<file path="src/hdl/ssh_pkg.sv">
// ---------------------------------------------------------------------------
// ssh_pkg
// Types and constants of the shared stack and heap memory.
// ---------------------------------------------------------------------------
package ssh_pkg;

  // Operation codes carried on the request side.
  typedef enum logic [2:0] {
    MODE_LOAD  = 3'd0,
    MODE_STORE = 3'd1,
    MODE_PUSH  = 3'd2,
    MODE_POP   = 3'd3,
    MODE_ALLOC = 3'd4
  } mode_t;

  // Result status codes.
  typedef enum logic [2:0] {
    ST_OK          = 3'd0,
    ST_RANGE       = 3'd1,
    ST_STACK_OVF   = 3'd2,
    ST_STACK_EMPTY = 3'd3,
    ST_HEAP_OVF    = 3'd4
  } status_t;

  // Register map.
  localparam int unsigned PADDR_W = 3;
  localparam int unsigned DATA_W  = 32;
  localparam int unsigned HB_W    = 6;
  localparam logic [HB_W-1:0] HEAP_BASE_RESET = 6'd7;
  localparam logic REG_HEAP_BASE = 1'b0;

  // Configuration update from the register block.
  typedef struct packed {
    logic            wr;
    logic [HB_W-1:0] heap_base;
  } cfg_t;

endpackage

</file>
<file path="src/hdl/ssh_ram.sv">
// ---------------------------------------------------------------------------
// ssh_ram
// Generic single-write, single-read RAM with a registered read port.
// ---------------------------------------------------------------------------
module ssh_ram #(
  parameter int unsigned WIDTH = 32,
  parameter int unsigned DEPTH = 64
) (
  input  logic                     clk,
  input  logic                     we,
  input  logic [$clog2(DEPTH)-1:0] waddr,
  input  logic [WIDTH-1:0]         wdata,
  input  logic [$clog2(DEPTH)-1:0] raddr,
  output logic [WIDTH-1:0]         rdata
);

  logic [WIDTH-1:0] mem [DEPTH];

  // Write port.
  always_ff @(posedge clk) begin
    if (we) begin
      mem[waddr] <= wdata;
    end
  end

  // Registered read port.
  always_ff @(posedge clk) begin
    rdata <= mem[raddr];
  end

endmodule

</file>
<file path="src/hdl/ssh_cfg.sv">
// ---------------------------------------------------------------------------
// ssh_cfg
// APB register block holding the heap base register.
// ---------------------------------------------------------------------------
module ssh_cfg (
  input  logic                        clk,
  input  logic                        rst,
  input  logic                        psel,
  input  logic                        penable,
  input  logic                        pwrite,
  input  logic [ssh_pkg::PADDR_W-1:0] paddr,
  input  logic [ssh_pkg::DATA_W-1:0]  pwdata,
  output logic [ssh_pkg::DATA_W-1:0]  prdata,
  output logic                        pready,
  output ssh_pkg::cfg_t               cfg
);
  import ssh_pkg::*;

  logic [HB_W-1:0] heap_base;
  logic            wr_hit;

  assign pready = 1'b1;

  // Register index is the word address; only index zero exists.
  assign wr_hit = psel && penable && pwrite && (paddr[2] == REG_HEAP_BASE);

  always_ff @(posedge clk) begin
    if (rst) begin
      heap_base <= HEAP_BASE_RESET;
    end else if (wr_hit) begin
      heap_base <= pwdata[HB_W-1:0];
    end
  end

  // Read back, zero for addresses beyond the register list.
  assign prdata = (paddr[2] == REG_HEAP_BASE) ? {{(DATA_W-HB_W){1'b0}}, heap_base}
                                              : '0;

  // The heap pointer follows a write in the same cycle.
  assign cfg.wr        = wr_hit;
  assign cfg.heap_base = pwdata[HB_W-1:0];

endmodule

</file>
<file path="src/hdl/shared_stack_heap_memory.sv">
// Flow: the accepted request and its memory read are registered, then the result register is loaded.
// Interlock: a new request is held off while one is in flight, until the read-modify-write
// of the one in flight has reached the RAM, and while the result register is stalled.
// Reset: pointers return to an empty stack and the heap base, then a clearing pass
// writes zero to all DEPTH words, one per cycle, before the first request is taken.
// ---------------------------------------------------------------------------
// shared_stack_heap_memory
// Word memory shared by an upward heap and a downward stack, with load, store,
// push, pop and heap allocation requests and status reporting.
// ---------------------------------------------------------------------------
module shared_stack_heap_memory #(
  parameter int unsigned DEPTH = 64
) (
  input  logic                        clk,
  input  logic                        rst,
  // APB configuration port
  input  logic                        psel,
  input  logic                        penable,
  input  logic                        pwrite,
  input  logic [ssh_pkg::PADDR_W-1:0] paddr,
  input  logic [ssh_pkg::DATA_W-1:0]  pwdata,
  output logic [ssh_pkg::DATA_W-1:0]  prdata,
  output logic                        pready,
  // Request stream
  input  logic                        s_tvalid,
  output logic                        s_tready,
  input  logic [63:0]                 s_tdata,  // address[31:0], data[63:32]
  input  logic [2:0]                  s_tuser,  // mode[2:0]
  // Result stream
  output logic                        m_tvalid,
  input  logic                        m_tready,
  output logic [47:0]                 m_tdata   // read_data[31:0], alloc_address[37:32],
                                                // status[40:38], zero fill[47:41]
);
  import ssh_pkg::*;

  localparam int unsigned AW = $clog2(DEPTH);
  localparam logic [AW:0]   DEPTH_SP = (AW+1)'(DEPTH);
  localparam logic [AW-1:0] LAST_ADDR = AW'(DEPTH - 1);

  cfg_t cfg;

  // Control state
  logic          clearing;
  logic [AW-1:0] clr_addr;
  logic [AW:0]   sp, sp_next;
  logic [AW-1:0] hp, hp_next;
  logic          pend;
  logic          pend_wr;
  logic          pend_rd;

  // Payload of the request in flight
  logic [AW-1:0]   pend_waddr;
  logic [31:0]     pend_wdata;
  logic [5:0]      pend_alloc;
  status_t         pend_status;

  // Decode of the accepted request
  logic          acc;
  mode_t         mode;
  logic [31:0]   req_addr;
  logic [31:0]   req_data;
  logic          addr_ok;
  logic [AW:0]   hp_inc;
  logic [AW:0]   sp_dec;
  status_t       st;
  logic          wr;
  logic          rd;
  logic [AW-1:0] waddr;
  logic [31:0]   wdata;
  logic [AW-1:0] raddr;
  logic [5:0]    alloc;
  logic [AW-1:0] base_clamped;

  // RAM ports
  logic          ram_we;
  logic [AW-1:0] ram_waddr;
  logic [31:0]   ram_wdata;
  logic [31:0]   ram_rdata;

  ssh_cfg u_cfg (
    .clk     (clk),
    .rst     (rst),
    .psel    (psel),
    .penable (penable),
    .pwrite  (pwrite),
    .paddr   (paddr),
    .pwdata  (pwdata),
    .prdata  (prdata),
    .pready  (pready),
    .cfg     (cfg)
  );

  // Heap base loads the heap pointer, clamped to the top word.
  assign base_clamped = (32'(cfg.heap_base) >= 32'(DEPTH)) ? LAST_ADDR
                                                           : AW'(cfg.heap_base);

  // One request at a time, only after the clearing pass and when the result register is free.
  assign s_tready = !clearing && !pend && (!m_tvalid || m_tready);
  assign acc      = s_tvalid && s_tready;
  assign mode     = mode_t'(s_tuser);
  assign req_addr = s_tdata[31:0];
  assign req_data = s_tdata[63:32];
  assign addr_ok  = req_addr < 32'(DEPTH);
  assign hp_inc   = {1'b0, hp} + 1'b1;
  assign sp_dec   = sp - 1'b1;

  // Request decode: checks, pointer moves and the memory access to make.
  always_comb begin
    st      = ST_OK;
    wr      = 1'b0;
    rd      = 1'b0;
    waddr   = '0;
    wdata   = req_data;
    raddr   = '0;
    alloc   = '0;
    sp_next = sp;
    hp_next = hp;
    case (mode)
      MODE_LOAD: begin
        if (!addr_ok) begin
          st = ST_RANGE;
        end else begin
          rd    = 1'b1;
          raddr = req_addr[AW-1:0];
        end
      end
      MODE_STORE: begin
        if (!addr_ok) begin
          st = ST_RANGE;
        end else begin
          wr    = 1'b1;
          waddr = req_addr[AW-1:0];
        end
      end
      MODE_PUSH: begin
        if (sp <= hp_inc) begin
          st = ST_STACK_OVF;
        end else begin
          sp_next = sp_dec;
          wr      = 1'b1;
          waddr   = sp_dec[AW-1:0];
        end
      end
      MODE_POP: begin
        if (sp >= DEPTH_SP) begin
          st = ST_STACK_EMPTY;
        end else begin
          rd      = 1'b1;
          raddr   = sp[AW-1:0];
          wr      = 1'b1;
          waddr   = sp[AW-1:0];
          wdata   = '0;
          sp_next = sp + 1'b1;
        end
      end
      MODE_ALLOC: begin
        if (hp_inc >= sp) begin
          st = ST_HEAP_OVF;
        end else begin
          hp_next = hp_inc[AW-1:0];
          wr      = 1'b1;
          waddr   = hp_inc[AW-1:0];
          alloc   = 6'(hp_inc[AW-1:0]);
        end
      end
      default: begin
      end
    endcase
  end

  // Control registers: clearing sweep, pointers, request in flight, result valid.
  always_ff @(posedge clk) begin
    if (rst) begin
      clearing <= 1'b1;
      clr_addr <= '0;
      sp       <= DEPTH_SP;
      hp       <= AW'(HEAP_BASE_RESET);
      pend     <= 1'b0;
      pend_wr  <= 1'b0;
      pend_rd  <= 1'b0;
      m_tvalid <= 1'b0;
    end else begin
      if (clearing) begin
        clr_addr <= clr_addr + 1'b1;
        if (clr_addr == LAST_ADDR) begin
          clearing <= 1'b0;
        end
      end
      if (cfg.wr) begin
        hp <= base_clamped;
      end else if (acc) begin
        hp <= hp_next;
      end
      if (acc) begin
        sp <= sp_next;
      end
      pend    <= acc;
      pend_wr <= acc && wr;
      pend_rd <= acc && rd;
      if (pend) begin
        m_tvalid <= 1'b1;
      end else if (m_tready) begin
        m_tvalid <= 1'b0;
      end
    end
  end

  // Payload of the request in flight.
  always_ff @(posedge clk) begin
    if (acc) begin
      pend_waddr  <= waddr;
      pend_wdata  <= wdata;
      pend_alloc  <= alloc;
      pend_status <= st;
    end
  end

  // Result register, loaded once the read data is back.
  always_ff @(posedge clk) begin
    if (pend) begin
      m_tdata <= {7'd0, pend_status, pend_alloc, pend_rd ? ram_rdata : 32'd0};
    end
  end

  // Write port: the clearing sweep, otherwise the write of the request in flight.
  assign ram_we    = clearing || pend_wr;
  assign ram_waddr = clearing ? clr_addr : pend_waddr;
  assign ram_wdata = clearing ? 32'd0 : pend_wdata;

  ssh_ram #(
    .WIDTH (32),
    .DEPTH (DEPTH)
  ) u_ram (
    .clk   (clk),
    .we    (ram_we),
    .waddr (ram_waddr),
    .wdata (ram_wdata),
    .raddr (raddr),
    .rdata (ram_rdata)
  );

endmodule

</file>
<file path="config.mk">
export PLATFORM = sky130hd
export DESIGN_NAME = shared_stack_heap_memory
export DESIGN_NICKNAME = d
export VERILOG_FILES = /design/src/hdl/ssh_pkg.sv /design/src/hdl/ssh_ram.sv /design/src/hdl/ssh_cfg.sv /design/src/hdl/shared_stack_heap_memory.sv
export SDC_FILE = /design/constraint.sdc
export NUM_CORES = 2
export LEC_CHECK = 0
export BUFFER_PORTS_ARGS = -buffer_cell sky130_fd_sc_hd__buf_2
export CAP_MARGIN = 10
export CORE_ASPECT_RATIO = 1.5
export CORE_MARGIN = 2
export CORE_UTILIZATION = 45
export CTS_CLUSTER_DIAMETER = 50
export CTS_CLUSTER_SIZE = 10
export DETAILED_ROUTE_END_ITERATION = 8
export HOLD_SLACK_MARGIN = 0.08
export PLACE_DENSITY = 0.61
export SLEW_MARGIN = 40
export SYNTH_ARGS = -nofsm -noshare
export SYNTH_HDL_FRONTEND = slang
export SYNTH_SLANG_ARGS = --single-unit
</file>
<file path="constraint.sdc">
create_clock -name clk -period 3.4 [get_ports clk]
set_input_delay 0.68 -clock clk [delete_from_list [all_inputs] [get_ports clk]]
set_output_delay 0.68 -clock clk [all_outputs]
set_load 0.01 [all_outputs]
</file>
==> results.yml <==
route:
  dr.pass1.iters: 7
  avgRoutedWirePerCell_um: 29.86
  wl_met1_mm: 94.46
  met2_length_mm: 131.8
  viasPerCell: 5.944
  antenna_left: 1
  drcViolationCount: 0
  drt_iter0_markers: 6102
  vias: 52860
  wl_met3_mm: 19.19
  routed.top_layer: "met5"
  wirelength_mm: 265.6
power:
  max-vdd-ir-drop_v: 0.0004395
  seq_power_share_pct: 55.1
  combPwrFrac_pct: 1.3
  p_leak_nw: 31.02
  p_switching_mw: 10.56
  p_int_mw: 43.10
  swShare_pct: 19.68
  powerDensity_nw_per_um2: 523.5
  clockPowerShare_pct: 43.6
synthesis:
  yosys.area_share.xor_xnor_pct: 0.2031
  synth_top_area_share_pct: 74.37
  ys_seq_area_share_pct: 75.81
  muxShareOfSynthArea_pct: 7.511
  synth-compound-area-share_pct: 5.436
  synth-simple-area-share_pct: 8.340
  ys_ff_latch: 2198
  postSynthAreaPerCell_um2: 15.55
  yosys_warnings: 0
  synth_top_family_by_area: "simple AND/OR/NAND/NOR gates"
  syn_inst: 5547
  synth_edf_count: 2136
  synthTopCellsByArea: "edfxtp_1 74%, mux2i_1 7.5%, nand2_1 3.4%"
  synth_ff_type: "edfxtp_1"
  synthAdderAreaFrac_pct: 0.1596
  synth_top_cell_by_area: "edfxtp_1"
  synth_cell_types: 76
  syn_area_um2: 86250
  async_flop_share_pct: 0
floorplanning:
  initial_utilization_pct: 45.32
  rows: 196
  core-area_um2: 190300
  ios: 192
  die_w_um: 361.5
  die_y_um: 540.2
  die_area_um2: 195200
global_route:
  grt_pass1_wl_mm: 371.9
  grt_pass1_vias: 51890
  grt_overflow_total: 0
  track_usage_pct: 26.68
  antenna_found_initial: 20
  grt_max_degree: 65
setup_path:
  cp.required_ns: 4.18
  rr_endpoint: "u_ram.rdata[17]$_DFF_P_"
  worst-r2r-setup-slack_ns: 0.05
  endpoint_kind: "flip-flop"
  worstSetupPathType: "reg -> reg"
  critical_path.max_fanout: 16
  rr_worst_depth: 13
  worstPathArrival_ns: 4.13
  endpoint: "u_ram.rdata[17]$_DFF_P_"
  r2r_start: "sp[6]$_SDFFE_PP1P_"
  critPathLaunch: "sp[6]$_SDFFE_PP1P_"
  critPathLaunchType: "flip-flop"
final_layout:
  area_growth_pct: 18.85
  fill_cells: 15340
  nets: 6393
  final_cell_area_um2: 102500
  drive_gt1_share_pct: 18.87
job:
  max_cap_violations: 0
worst_hold_path:
  hp-class: "in -> reg"
timing:
  final-hold-violation-count: 0
  holdWs_ns: 0.1199
  fmax_ghz: 0.2985
  relSlewSlack_pct: 39.11
  slew_violations: 0
  min_period_ns: 3.350
  worst_pin_slew_ns: 0.9079
  fin_skew_ns: 0.05527
  final.period_utilization_pct: 98.54
  rsz0062_at_grt: "false"
  finalSetupViolations: 0
run_status:
  violations: "antenna rules"
  status: "finished, violations left"
placement:
  gp_congestion: 0.8966
  placed_cell_area_um2: 95470
  port_buffers: 129
  hpwl_mm: 166.8
cts:
  htree_num_levels: 4
  cts_sinks: 2198
  root_buffer: "clkbuf_16"
  cts_tree: "built"
  clockBufferDepth: 4
  cts_buffers: 247
  cts.clk_slew.worst_paths_ns: 0.06
  worstSkewPairLatency_ns: 0.88
[cell families after synthesis]
| kind of cell | after synthesis |
|---|---|
| AOI/OAI and AO/OA | 692 |
| xor gates and xnor gates | 20 |
| adders and majority gates | 11 |
| buffers and inverters | 410 |
| DFF | 2198 |
| muxes | 647 |
| other | 2 |
| and+or+nand+nor | 1567 |
[cell usage in the layout, fill, tap and decap left out, types with 43 or more instances in the layout]
cell / Yosys / final
edfxtp_1: 2136 / 2136
nand2_1: 773 / 773
mux2i_1: 646 / 646
buf_4: 80 / 549
nand3_1: 330 / 330
clkbuf_16: 0 / 247
o22ai_1: 244 / 244
buf_2: 115 / 129
clkbuf_1: 131 / 125
buf_12: 0 / 113
o21ai_0: 115 / 112
nand4_1: 105 / 105
nor2_1: 153 / 88
nor2_4: 1 / 66
a32oi_1: 61 / 61
dfxtp_1: 62 / 60
a31oi_1: 50 / 50
nor2b_1: 75 / 43
[cells in the mapped netlist (4+ instances only)]
library cell / number
buf_4: 80
a32oi_1: 61
clkbuf_1: 131
nand4_1: 105
o32ai_1: 4
nor4b_1: 5
nor3_1: 6
a2111oi_0: 12
nand2b_1: 5
nand3_1: 330
o21a_1: 4
and4_1: 12
nand2_1: 773
and2_1: 38
mux2i_1: 646
buf_1: 16
buf_6: 25
or3_1: 25
a2111oi_2: 4
buf_2: 115
nor2b_1: 75
dfxtp_1: 62
o21bai_1: 4
edfxtp_1: 2136
o22ai_1: 244
o31a_1: 11
xor2_1: 5
a21oi_1: 40
nor2_1: 153
a221oi_1: 27
and3_1: 18
a211oi_1: 45
a221oi_2: 9
o21ai_0: 115
a311oi_1: 4
o21ai_1: 24
xnor2_1: 15
inv_1: 41
nor4_1: 4
ha_1: 11
a31oi_1: 50
[stage by stage]
stage | TNS (ns) | worst slack (ns) | util (%) | cells | power, mW
after floorplan | 0 | 0.2718 | - | 5579 | 30.41
after detailed placement | -13.33 | -0.7895 | 50.17 | 8484 | 30.83
after global routing | 0 | 0.0006564 | 53.86 | 8887 | 54.96
after global placement | -14.03 | -0.8002 | 50.06 | 8473 | 30.81
after CTS | 0 | 0.05024 | 53.78 | 8873 | 53.92
final | 0 | 0.04960 | 53.86 | 8893 | 53.66
[critical path, cell delays in order, from the launching register on]
cell      delay (ns)
dfxtp_1         0.35
and4bb_4        0.41
and2_1          0.19
a21o_4          0.24
buf_12          0.21
buf_12          0.18
buf_4           0.13
mux2i_1         0.18
o22ai_1         0.11
o31a_1          0.28
a31oi_1         0.18
buf_4           0.21
nand4_1         0.29
buf_4           0.24
[cell type report]
| class | count | area [µm²] | share of cell area, % |
|---|---|---|---|
| diodes | 10 | 25.02 | 0.02441 |
| clock inverters | 10 | 150.1 | 0.1465 |
| multi-input cells | 2971 | 19640 | 19.16 |
| well taps | 2475 | 3097 | 3.021 |
| repair buffers | 814 | 7368 | 7.188 |
| clock buffers | 374 | 6678 | 6.514 |
| flip-flops and latches | 2198 | 65390 | 63.79 |
| inverters | 41 | 157.7 | 0.1538 |
[registers in the layout (all words and copies together) (netlist names), 3 cells and up]
name,count
u_ram.mem,2048
m_tdata,41
pend_wdata,32
u_ram.rdata,32
sp,7
clr_addr,6
hp,6
pend_alloc,6
pend_waddr,6
u_cfg.heap_base,6
pend_status,3
[power by group through the flow]
| stage | Clock [mW] | Sequential, mW | Combinational, mW |
|---|---|---|---|
| 6_report | 23.4 | 29.6 | 0.699 |
| 5_1_grt | 24.6 | 29.6 | 0.732 |
| 4_1_cts | 23.6 | 29.6 | 0.696 |
| 3_5_place_dp | 0 | 30.1 | 0.688 |
| 3_3_place_gp | 0 | 30.1 | 0.675 |
| 2_1_floorplan | 0 | 30.1 | 0.329 |
[routing by layer]
metal	vias up	global-route usage [%]
li1	22750	-
met1	26960	31.80
met2	2502	45.34
met3	645	3.600
met4	6	17.46
met5	-	0
[how the worst min path moves through the flow]
stage	from	endpoint	slack (ns)	depth (start not counted)
finish	s_tdata[56]	pend_wdata[24]$_DFFE_PP_	0.12	2
global route	s_tdata[54]	pend_wdata[22]$_DFFE_PP_	0.12	2
CTS	s_tdata[54]	pend_wdata[22]$_DFFE_PP_	0.08	2
detailed placement	pend_alloc[0]$_SDFFCE_PN0P_	m_tdata[32]$_DFFE_PP_	0.40	0
global placement	pend_status[1]$_DFFE_PP_	m_tdata[39]$_DFFE_PP_	0.40	0
floorplan	pend_alloc[0]$_SDFFCE_PN0P_	m_tdata[32]$_DFFE_PP_	0.40	0
[what timing repair did]
action                                 in CTS  in global routing
pin swaps                                   0                  2
endpoints found under the hold margin       5                  0
setup buffers                               0                  9
resized for setup                           1                  5
setup endpoints to repair                   1                  6
hold buffers                                5                  0
(Power assumes the default switching activity.)
